File: src/hdl/sha256_pkg.sv
// ============================================================================
// SHA-256 package
// Shared constants, types and round functions of the SHA-256 hash engine.
// ============================================================================
package sha256_pkg;

    localparam int unsigned BlockBytes = 64;
    localparam int unsigned Rounds     = 64;
    localparam int unsigned HashWords  = 8;
    localparam int unsigned WinWords   = 16;
    localparam int unsigned LenBytePos = 56;
    localparam logic [7:0]  PadByte    = 8'h80;

    typedef enum logic [0:0] {
        MODE_DATA   = 1'b0,
        MODE_FINISH = 1'b1
    } t_mode;

    typedef struct packed {
        logic [31:0] digest_word;
        logic [2:0]  word_index;
        logic        last;
    } t_out;

    typedef struct packed {
        logic       mode;
        logic [7:0] data_byte;
    } t_in;

    function automatic logic [31:0] round_k(input logic [5:0] t);
        logic [31:0] k [0:63];
        k = '{
            32'h428a2f98, 32'h71374491, 32'hb5c0fbcf, 32'he9b5dba5, 32'h3956c25b,
            32'h59f111f1, 32'h923f82a4, 32'hab1c5ed5, 32'hd807aa98, 32'h12835b01,
            32'h243185be, 32'h550c7dc3, 32'h72be5d74, 32'h80deb1fe, 32'h9bdc06a7,
            32'hc19bf174, 32'he49b69c1, 32'hefbe4786, 32'h0fc19dc6, 32'h240ca1cc,
            32'h2de92c6f, 32'h4a7484aa, 32'h5cb0a9dc, 32'h76f988da, 32'h983e5152,
            32'ha831c66d, 32'hb00327c8, 32'hbf597fc7, 32'hc6e00bf3, 32'hd5a79147,
            32'h06ca6351, 32'h14292967, 32'h27b70a85, 32'h2e1b2138, 32'h4d2c6dfc,
            32'h53380d13, 32'h650a7354, 32'h766a0abb, 32'h81c2c92e, 32'h92722c85,
            32'ha2bfe8a1, 32'ha81a664b, 32'hc24b8b70, 32'hc76c51a3, 32'hd192e819,
            32'hd6990624, 32'hf40e3585, 32'h106aa070, 32'h19a4c116, 32'h1e376c08,
            32'h2748774c, 32'h34b0bcb5, 32'h391c0cb3, 32'h4ed8aa4a, 32'h5b9cca4f,
            32'h682e6ff3, 32'h748f82ee, 32'h78a5636f, 32'h84c87814, 32'h8cc70208,
            32'h90befffa, 32'ha4506ceb, 32'hbef9a3f7, 32'hc67178f2};
        return k[t];
    endfunction

    function automatic logic [31:0] init_hash(input logic [2:0] i);
        logic [31:0] h [0:7];
        h = '{32'h6a09e667, 32'hbb67ae85, 32'h3c6ef372, 32'ha54ff53a,
              32'h510e527f, 32'h9b05688c, 32'h1f83d9ab, 32'h5be0cd19};
        return h[i];
    endfunction

    function automatic logic [31:0] rotr(input logic [31:0] x, input int unsigned n);
        return (x >> n) | (x << (32 - n));
    endfunction

    function automatic logic [31:0] ssig0(input logic [31:0] x);
        return rotr(x, 7) ^ rotr(x, 18) ^ (x >> 3);
    endfunction

    function automatic logic [31:0] ssig1(input logic [31:0] x);
        return rotr(x, 17) ^ rotr(x, 19) ^ (x >> 10);
    endfunction

    function automatic logic [31:0] bsig0(input logic [31:0] x);
        return rotr(x, 2) ^ rotr(x, 13) ^ rotr(x, 22);
    endfunction

    function automatic logic [31:0] bsig1(input logic [31:0] x);
        return rotr(x, 6) ^ rotr(x, 11) ^ rotr(x, 25);
    endfunction

endpackage

File: src/hdl/sha256_if.sv
// ============================================================================
// SHA-256 request channels
// Valid/ready channels for input and digest requests.
// ============================================================================
interface sha256_in_if;
    logic              valid;
    logic              ready;
    sha256_pkg::t_in   payload;
    modport source (output valid, output payload, input ready);
    modport sink (input valid, input payload, output ready);
endinterface

interface sha256_out_if;
    logic              valid;
    logic              ready;
    sha256_pkg::t_out  payload;
    modport source (output valid, output payload, input ready);
    modport sink (input valid, input payload, output ready);
endinterface

File: src/hdl/sha256_hash_engine_top.sv
// ============================================================================
// SHA-256 hash engine
// Byte-serial SHA-256 with block buffer and message schedule in synchronous
// memories, one compression round per cycle.
// ============================================================================
// A byte that fills a block starts a compression (load, 64 rounds, hash update),
// done by the single round unit; no request is taken until it is done.
// A finish request pads the rest of the block and compresses it, and pads and
// compresses a second block when the pad byte lands at byte 56 or later.
// After the S_OUT state eight digest words follow, one per cycle while ready is high.
// Synchronous active-low reset restores the initial hash and zero length.
module sha256_hash_engine_top (
    input  logic  i_clk,
    input  logic  i_rst_n,
    sha256_in_if.sink    i_in,
    sha256_out_if.source o_out
);

    typedef enum logic [6:0] {
        S_IDLE  = 7'b0000001,
        S_PAD   = 7'b0000010,
        S_LOAD  = 7'b0000100,
        S_ROUND = 7'b0001000,
        S_ADD   = 7'b0010000,
        S_OUT   = 7'b0100000,
        S_WAIT  = 7'b1000000
    } t_state;

    t_state       r_state, n_state;
    logic [31:0]  r_hash [0:7];
    logic [31:0]  r_var [0:7];
    logic [5:0]   r_fill;
    logic [63:0]  r_bits;
    logic [63:0]  r_len;
    logic         r_finish;
    logic         r_mark;
    logic         r_lenblk;
    logic [6:0]   r_t;
    logic [2:0]   r_oidx;

    logic [31:0]  r_blk [0:15];
    logic [31:0]  r_win [0:15];
    logic [31:0]  r_blk_q;
    logic [31:0]  r_w2_q, r_w7_q, r_w15_q, r_w16_q;

    logic         blk_we;
    logic [5:0]   blk_wa;
    logic [7:0]   blk_wd;
    logic         acc_in;
    logic [7:0]   pad_byte;
    logic [31:0]  w_cur, t1, t2;
    logic [5:0]   rnd;

    assign acc_in   = i_in.valid && i_in.ready;
    assign i_in.ready = (r_state == S_IDLE);
    assign rnd      = r_t[5:0] - 6'd1;

    // The length goes into the block where the pad byte left room for it.
    always_comb begin
        pad_byte = 8'h00;
        if (!r_mark) begin
            pad_byte = sha256_pkg::PadByte;
        end else if (r_lenblk && r_fill >= 6'(sha256_pkg::LenBytePos)) begin
            pad_byte = r_len[{~r_fill[2:0], 3'b000} +: 8];
        end
    end

    // Block buffer: written one byte a cycle, read one 32-bit word a cycle.
    always_comb begin
        blk_we = 1'b0;
        blk_wa = r_fill;
        blk_wd = i_in.payload.data_byte;
        if (r_state == S_IDLE && acc_in && i_in.payload.mode == sha256_pkg::MODE_DATA) begin
            blk_we = 1'b1;
        end else if (r_state == S_PAD) begin
            blk_we = 1'b1;
            blk_wd = pad_byte;
        end
    end

    always_ff @(posedge i_clk) begin
        if (blk_we) begin
            r_blk[blk_wa[5:2]][{~blk_wa[1:0], 3'b000} +: 8] <= blk_wd;
        end
        r_blk_q <= r_blk[r_t[3:0]];
    end

    // Schedule window: W[t] comes from words registered in the cycle before round t.
    logic [31:0] w_new;
    logic [3:0]  win_wa;
    logic        win_we;
    assign w_new = sha256_pkg::ssig1(r_w2_q) + r_w7_q + sha256_pkg::ssig0(r_w15_q) + r_w16_q;

    always_comb begin
        win_we = 1'b0;
        win_wa = rnd[3:0];
        w_cur  = r_blk_q;
        if (r_state == S_ROUND) begin
            win_we = 1'b1;
            w_cur  = (rnd < 6'd16) ? r_blk_q : w_new;
        end
    end

    always_ff @(posedge i_clk) begin
        if (win_we) begin
            r_win[win_wa] <= w_cur;
        end
        r_w2_q  <= (win_we && win_wa == r_t[3:0] - 4'd2) ? w_cur : r_win[r_t[3:0] - 4'd2];
        r_w7_q  <= (win_we && win_wa == r_t[3:0] - 4'd7) ? w_cur : r_win[r_t[3:0] - 4'd7];
        r_w15_q <= (win_we && win_wa == r_t[3:0] - 4'd15) ? w_cur : r_win[r_t[3:0] - 4'd15];
        r_w16_q <= (win_we && win_wa == r_t[3:0]) ? w_cur : r_win[r_t[3:0]];
    end

    assign t1 = r_var[7] + sha256_pkg::bsig1(r_var[4])
              + ((r_var[4] & r_var[5]) ^ (~r_var[4] & r_var[6]))
              + sha256_pkg::round_k(rnd) + w_cur;
    assign t2 = sha256_pkg::bsig0(r_var[0])
              + ((r_var[0] & r_var[1]) ^ (r_var[0] & r_var[2]) ^ (r_var[1] & r_var[2]));

    always_comb begin
        n_state = r_state;
        unique case (r_state)
            S_IDLE: begin
                if (acc_in) begin
                    if (i_in.payload.mode == sha256_pkg::MODE_FINISH) begin
                        n_state = S_PAD;
                    end else if (r_fill == 6'd63) begin
                        n_state = S_LOAD;
                    end
                end
            end
            S_PAD:   n_state = (r_fill == 6'd63) ? S_LOAD : S_PAD;
            S_LOAD:  n_state = S_ROUND;
            S_ROUND: n_state = (r_t == 7'(sha256_pkg::Rounds)) ? S_ADD : S_ROUND;
            S_ADD: begin
                if (r_finish && r_lenblk) begin
                    n_state = S_OUT;
                end else if (r_finish) begin
                    n_state = S_PAD;
                end else begin
                    n_state = S_IDLE;
                end
            end
            S_OUT:   n_state = S_WAIT;
            S_WAIT:  n_state = (o_out.ready && r_oidx == 3'd7) ? S_IDLE : S_WAIT;
            default: n_state = S_IDLE;
        endcase
    end

    always_ff @(posedge i_clk) begin
        if (!i_rst_n) begin
            r_state  <= S_IDLE;
            r_fill   <= '0;
            r_bits   <= '0;
            r_finish <= 1'b0;
            r_mark   <= 1'b1;
            r_lenblk <= 1'b0;
            r_t      <= '0;
            r_oidx   <= '0;
            r_len    <= '0;
            for (int i = 0; i < 8; i++) begin
                r_hash[i] <= sha256_pkg::init_hash(3'(i));
            end
        end else begin
            r_state <= n_state;
            unique case (r_state)
                S_IDLE: begin
                    r_t <= '0;
                    if (acc_in) begin
                        if (i_in.payload.mode == sha256_pkg::MODE_FINISH) begin
                            r_finish <= 1'b1;
                            r_mark   <= 1'b0;
                            r_lenblk <= (r_fill < 6'(sha256_pkg::LenBytePos));
                            r_len    <= r_bits;
                            r_oidx   <= '0;
                        end else begin
                            r_fill <= r_fill + 6'd1;
                            r_bits <= r_bits + 64'd8;
                        end
                    end
                end
                S_PAD: begin
                    r_fill <= r_fill + 6'd1;
                    r_t    <= '0;
                    r_mark <= 1'b1;
                end
                S_LOAD: begin
                    r_t <= 7'd1;
                    for (int i = 0; i < 8; i++) begin
                        r_var[i] <= r_hash[i];
                    end
                end
                S_ROUND: begin
                    r_t <= r_t + 7'd1;
                    r_var[7] <= r_var[6];
                    r_var[6] <= r_var[5];
                    r_var[5] <= r_var[4];
                    r_var[4] <= r_var[3] + t1;
                    r_var[3] <= r_var[2];
                    r_var[2] <= r_var[1];
                    r_var[1] <= r_var[0];
                    r_var[0] <= t1 + t2;
                end
                S_ADD: begin
                    r_t <= '0;
                    if (r_finish) begin
                        r_lenblk <= 1'b1;
                    end
                    for (int i = 0; i < 8; i++) begin
                        r_hash[i] <= r_hash[i] + r_var[i];
                    end
                end
                S_OUT: begin
                    r_oidx <= '0;
                end
                S_WAIT: begin
                    if (o_out.ready) begin
                        r_oidx <= r_oidx + 3'd1;
                        if (r_oidx == 3'd7) begin
                            r_finish <= 1'b0;
                            r_fill   <= '0;
                            r_bits   <= '0;
                            r_len    <= '0;
                            for (int i = 0; i < 8; i++) begin
                                r_hash[i] <= sha256_pkg::init_hash(3'(i));
                            end
                        end
                    end
                end
                default: begin
                end
            endcase
        end
    end

    assign o_out.valid               = (r_state == S_WAIT);
    assign o_out.payload.digest_word = r_hash[r_oidx];
    assign o_out.payload.word_index  = r_oidx;
    assign o_out.payload.last        = (r_oidx == 3'd7);

endmodule

File: src/flat_wrapper.sv
// flat-port wrapper written by rule: the top's interface ports become plain ports
module sha256_hash_engine_top_flat 
  (i_clk, i_rst_n, i_in_valid, i_in_payload, i_in_ready, o_out_valid, o_out_payload, o_out_ready);
  sha256_in_if i_in_i ();
  sha256_out_if o_out_i ();
  input  logic i_clk;
  input  logic i_rst_n;
  input wire logic [$bits(i_in_i.valid)-1:0] i_in_valid;
  input wire logic [$bits(i_in_i.payload)-1:0] i_in_payload;
  output wire logic [$bits(i_in_i.ready)-1:0] i_in_ready;
  output wire logic [$bits(o_out_i.valid)-1:0] o_out_valid;
  output wire logic [$bits(o_out_i.payload)-1:0] o_out_payload;
  input wire logic [$bits(o_out_i.ready)-1:0] o_out_ready;
  assign i_in_i.valid = i_in_valid;
  assign i_in_i.payload = i_in_payload;
  assign i_in_ready = i_in_i.ready;
  assign o_out_valid = o_out_i.valid;
  assign o_out_payload = o_out_i.payload;
  assign o_out_i.ready = o_out_ready;
  sha256_hash_engine_top u_core (.i_clk(i_clk), .i_rst_n(i_rst_n), .i_in(i_in_i), .o_out(o_out_i));
endmodule
File: config.mk
export PLATFORM = sky130hd
export DESIGN_NAME = sha256_hash_engine_top_flat
export DESIGN_NICKNAME = d
export VERILOG_FILES = /design/src/hdl/sha256_pkg.sv /design/src/hdl/sha256_if.sv /design/src/hdl/sha256_hash_engine_top.sv /design/src/flat_wrapper.sv
export SDC_FILE = /design/constraint.sdc
export NUM_CORES = 2
export LEC_CHECK = 0
export BUFFER_PORTS_ARGS = -buffer_cell sky130_fd_sc_hd__buf_2
export CAP_MARGIN = 10
export CORE_MARGIN = 10
export CORE_UTILIZATION = 40
export DETAILED_ROUTE_END_ITERATION = 8
export PLACE_DENSITY = 0.65
export RECOVER_POWER = 100
export REMOVE_ABC_BUFFERS = 1
export SLEW_MARGIN = 20
export SYNTH_ARGS = -nofsm -noshare
export SYNTH_HDL_FRONTEND = slang
export SYNTH_SLANG_ARGS = --single-unit
File: constraint.sdc
create_clock -name i_clk -period 47.5 [get_ports i_clk]
set_input_delay 9.5 -clock i_clk [delete_from_list [all_inputs] [get_ports i_clk]]
set_output_delay 9.5 -clock i_clk [all_outputs]
set_load 0.01 [all_outputs]
==> flow_metrics.py <==
metrics = {
    "run_status": {
        "outcome": "finished, violations left",
        "failed_checks": "capacitance limit, slew limit",
    },
    "critical_path": {
        "critical_path_peak_fanout": 65,
        "setup.reg_to_reg.worst_slack_ps": 29160,
        "end_kind": "register",
        "critPathArrivalTime_ps": 20630,
        "endpoint": "u_core.r_var[2][36]",
        "worst-r2r-cell-count": 41,
        "reg2reg_to": "u_core.r_var[0][31]",
        "cp_startpoint": "i_rst_n",
        "critPathRequiredTime_ps": 47850,
        "worstSetupStartpointType": "input port",
        "worst_setup_path_category": "input port to register",
        "timing.rr.start": "u_core.r_t[1]",
    },
    "clock_network": {
        "clockBufferDepth": 3,
        "clk_pin_slew_ps": 60,
        "tritoncts_num_sinks": 1848,
        "cts_max_level": 4,
        "cts.root.buffer_cell": "sky130_fd_sc_hd__clkbuf_16",
        "cts_resized": 0,
        "tritoncts.num_buffers": 191,
        "post-cts-setup-buffers": 0,
        "holdBufCountCts": 0,
        "insertion_delay_to_the_later_sink_of_the_worst_skew_pair_ps": 890,
        "tritoncts": "yes",
    },
    "power_and_ir_drop": {
        "leakage_dissipation_nw": 39.78,
        "vdd.ir_drop.worst_mv": 0.03800,
        "power_density_nw_per_um2": 30.50,
    },
    "routing": {
        "first_pass_iters": 9,
        "detail-route-antenna-nets": 0,
        "vias": 71970,
        "postRouteWirelength_mm": 313.7,
        "remaining_drc_errors": 0,
        "detail_route.wl_per_cell_um": 26.44,
        "dr.first_iter.drc_count": 8460,
        "drt-vias-per-instance": 6.067,
    },
    "place": {
        "dp_hpwl_mm": 217.6,
        "place_congestion": 0.9403,
        "placed_cell_area_um2": 110100,
        "port_buffers": 50,
    },
    "sta": {
        "finalCriticalPeriod_ps": 20280,
        "rsz0062_at_grt": "false",
        "final.setup_skew_ps": 82.84,
        "share_of_the_clock_period_used_by_the_worst_path": 0.4269,
        "relSlewSlack": -5.295,
        "max_slew.worst_pin.slew_ps": 9443,
        "finalSetupViolCount": 0,
        "max_clock_freq_mhz": 49.31,
        "slew_viol_final": 2722,
        "hold_slack_ps": 494.0,
        "totalNegativeSetupSlack_ps": 0,
        "report.final.hold_viol_count": 0,
    },
    "grt": {
        "grt_antenna_before_repair": 11,
        "grt_pass1_wl_mm": 467.0,
        "grt_util_all_layers": 0.2128,
        "grt_max_degree": 151,
        "grt_pass1_vias": 71100,
        "grt.overflow.total": 0,
    },
    "synth": {
        "synth-edff-count": 1408,
        "yosys_register_bits": 1848,
        "syn-cell-area_um2": 106000,
        "synthArstFlopShare": 0,
        "ys.warnings.count": 0,
        "synth.distinct_cells": 101,
        "synth-seq-area-share": 0.4822,
        "ys_flop_type": "sky130_fd_sc_hd__edfxtp_1",
        "avgSynthCellArea_um2": 12.80,
        "synthCells": 8276,
    },
    "layout": {
        "layout-drive-gt1-share": 0.1640,
        "final_nets": 8781,
        "layout_commonest_cell": "sky130_fd_sc_hd__edfxtp_1",
        "finalInstanceArea_um2": 116400,
        "layout.cells.most_common_list": "sky130_fd_sc_hd__edfxtp_1, sky130_fd_sc_hd__mux4_2, sky130_fd_sc_hd__nand2_1",
        "fin_util": 0.4426,
        "layout_overhead_on_the_synthesized_area_pct": 9.852,
    },
    "floorplan": {
        "design.die.area_um2": 285900,
        "top_level_ports": 51,
        "core_area_um2": 263000,
        "floorplan.die.width_um": 534.7,
        "rows": 188,
        "die-height_um": 534.7,
        "initial_utilization": 0.4029,
    },
    "worst_hold_path": {
        "hold_class": "register to register",
    },
    "flow_run": {
        "max_cap_viol_count": 62,
    },
}
[logic make-up after synthesis]
kind of cell | after synthesis | synth area share
flip-flops | 1848 | 0.4822
AO/OA/AOI/OAI | 1685 | 0.1012
AND/OR/NAND/NOR | 1649 | 0.06973
multiplexers | 1062 | 0.1810
buffers and inverters | 792 | 0.02832
XOR/XNOR | 626 | 0.05174
adder cells (fa/ha/maj) | 614 | 0.08589
[through the flow]
step	setup WS [ps]	power, W	instances
floorplan	12310	0.001946	7815
global placement	33980	0.002006	11490
detailed placement	33950	0.002013	11490
CTS	34250	0.003572	11850
global route	26550	0.003658	11860
finish	27220	0.003550	11860
[where the power goes]
group / total [W] / internal (W) / switching [W]
logic: 0.000219 / 0.0000806 / 0.000139
registers: 0.00176 / 0.00175 / 0.00000884
clock network: 0.00157 / 0.000906 / 0.000664
[registers in the layout, indices dropped and copies added, names as in the netlist, named ones only]
name             flops
u_core.r_lenblk      1
u_core.r_state       7
u_core.r_w16_q      32
u_core.r_oidx        3
u_core.r_win       512
u_core.r_var       256
u_core.r_mark        1
u_core.r_len        62
u_core.r_blk_q      32
u_core.r_w7_q       32
u_core.blk_wa        6
u_core.r_w15_q      32
u_core.r_w2_q       32
u_core.r_blk       512
u_core.r_t           7
u_core.r_finish      1
u_core.r_bits       61
u_core.r_hash      256
[worst min-delay path by stage]
stage / depth (start not counted) / slack (ps) / start / end
finish: 2 / 490 / u_core.r_hash[5][5] / u_core.r_hash[5][5]
global route: 2 / 520 / u_core.r_hash[5][6] / u_core.r_hash[5][6]
detailed placement: 2 / 480 / u_core.r_hash[5][5] / u_core.r_hash[5][5]
floorplan: 1 / 430 / u_core.r_t[6] / u_core.r_t[6]
global placement: 2 / 470 / u_core.r_hash[5][8] / u_core.r_hash[5][8]
CTS: 2 / 490 / u_core.r_hash[5][5] / u_core.r_hash[5][5]
[cell type report]
| class | instances | area, um^2 |
|---|---|---|
| clock buffers | 250 | 5333 |
| clock inverters | 111 | 1308 |
| multi-input cells | 5636 | 52100 |
| repair buffers | 164 | 894.6 |
| fillers | 23640 | 146600 |
| diodes | 7 | 17.52 |
| inverters | 331 | 1244 |
| flip-flops and latches | 1848 | 51110 |
| well taps | 3515 | 4398 |
[cell usage after synthesis (all sizes together), types with 104 or more instances]
master / count / area, um^2
a21o: 201 / 1515
a21oi: 463 / 2328
buf: 104 / 397.9
clkbuf: 357 / 1360
dfxtp: 440 / 8808
edfxtp: 1408 / 42280
fa: 195 / 3904
ha: 401 / 5017
inv: 330 / 1239
mux2: 259 / 2917
mux2i: 146 / 1461
mux4: 657 / 14800
nand2: 583 / 2191
nand3: 121 / 605.6
nor2: 547 / 2058
o21ai: 393 / 1986
xnor2: 394 / 3451
xor2: 232 / 2032
[critical path, cell delays in order]
cell                       delay [ps]
sky130_fd_sc_hd__buf_2             70
sky130_fd_sc_hd__clkbuf_1        1000
sky130_fd_sc_hd__inv_1            290
sky130_fd_sc_hd__nor2_1          1240
sky130_fd_sc_hd__clkbuf_1        2620
sky130_fd_sc_hd__clkbuf_1        2990
sky130_fd_sc_hd__clkbuf_1        2730
[metal layers]
metal | global-route usage | vias up | wire length (um)
met5 | 0 | - | 52
met4 | 0.08352 | 8 | 13300
met3 | 0.03537 | 638 | 27210
met2 | 0.3370 | 3479 | 144900
met1 | 0.2929 | 36540 | 128200
li1 | - | 31300 | -
Note: power is estimated with default switching activity, not from simulation.
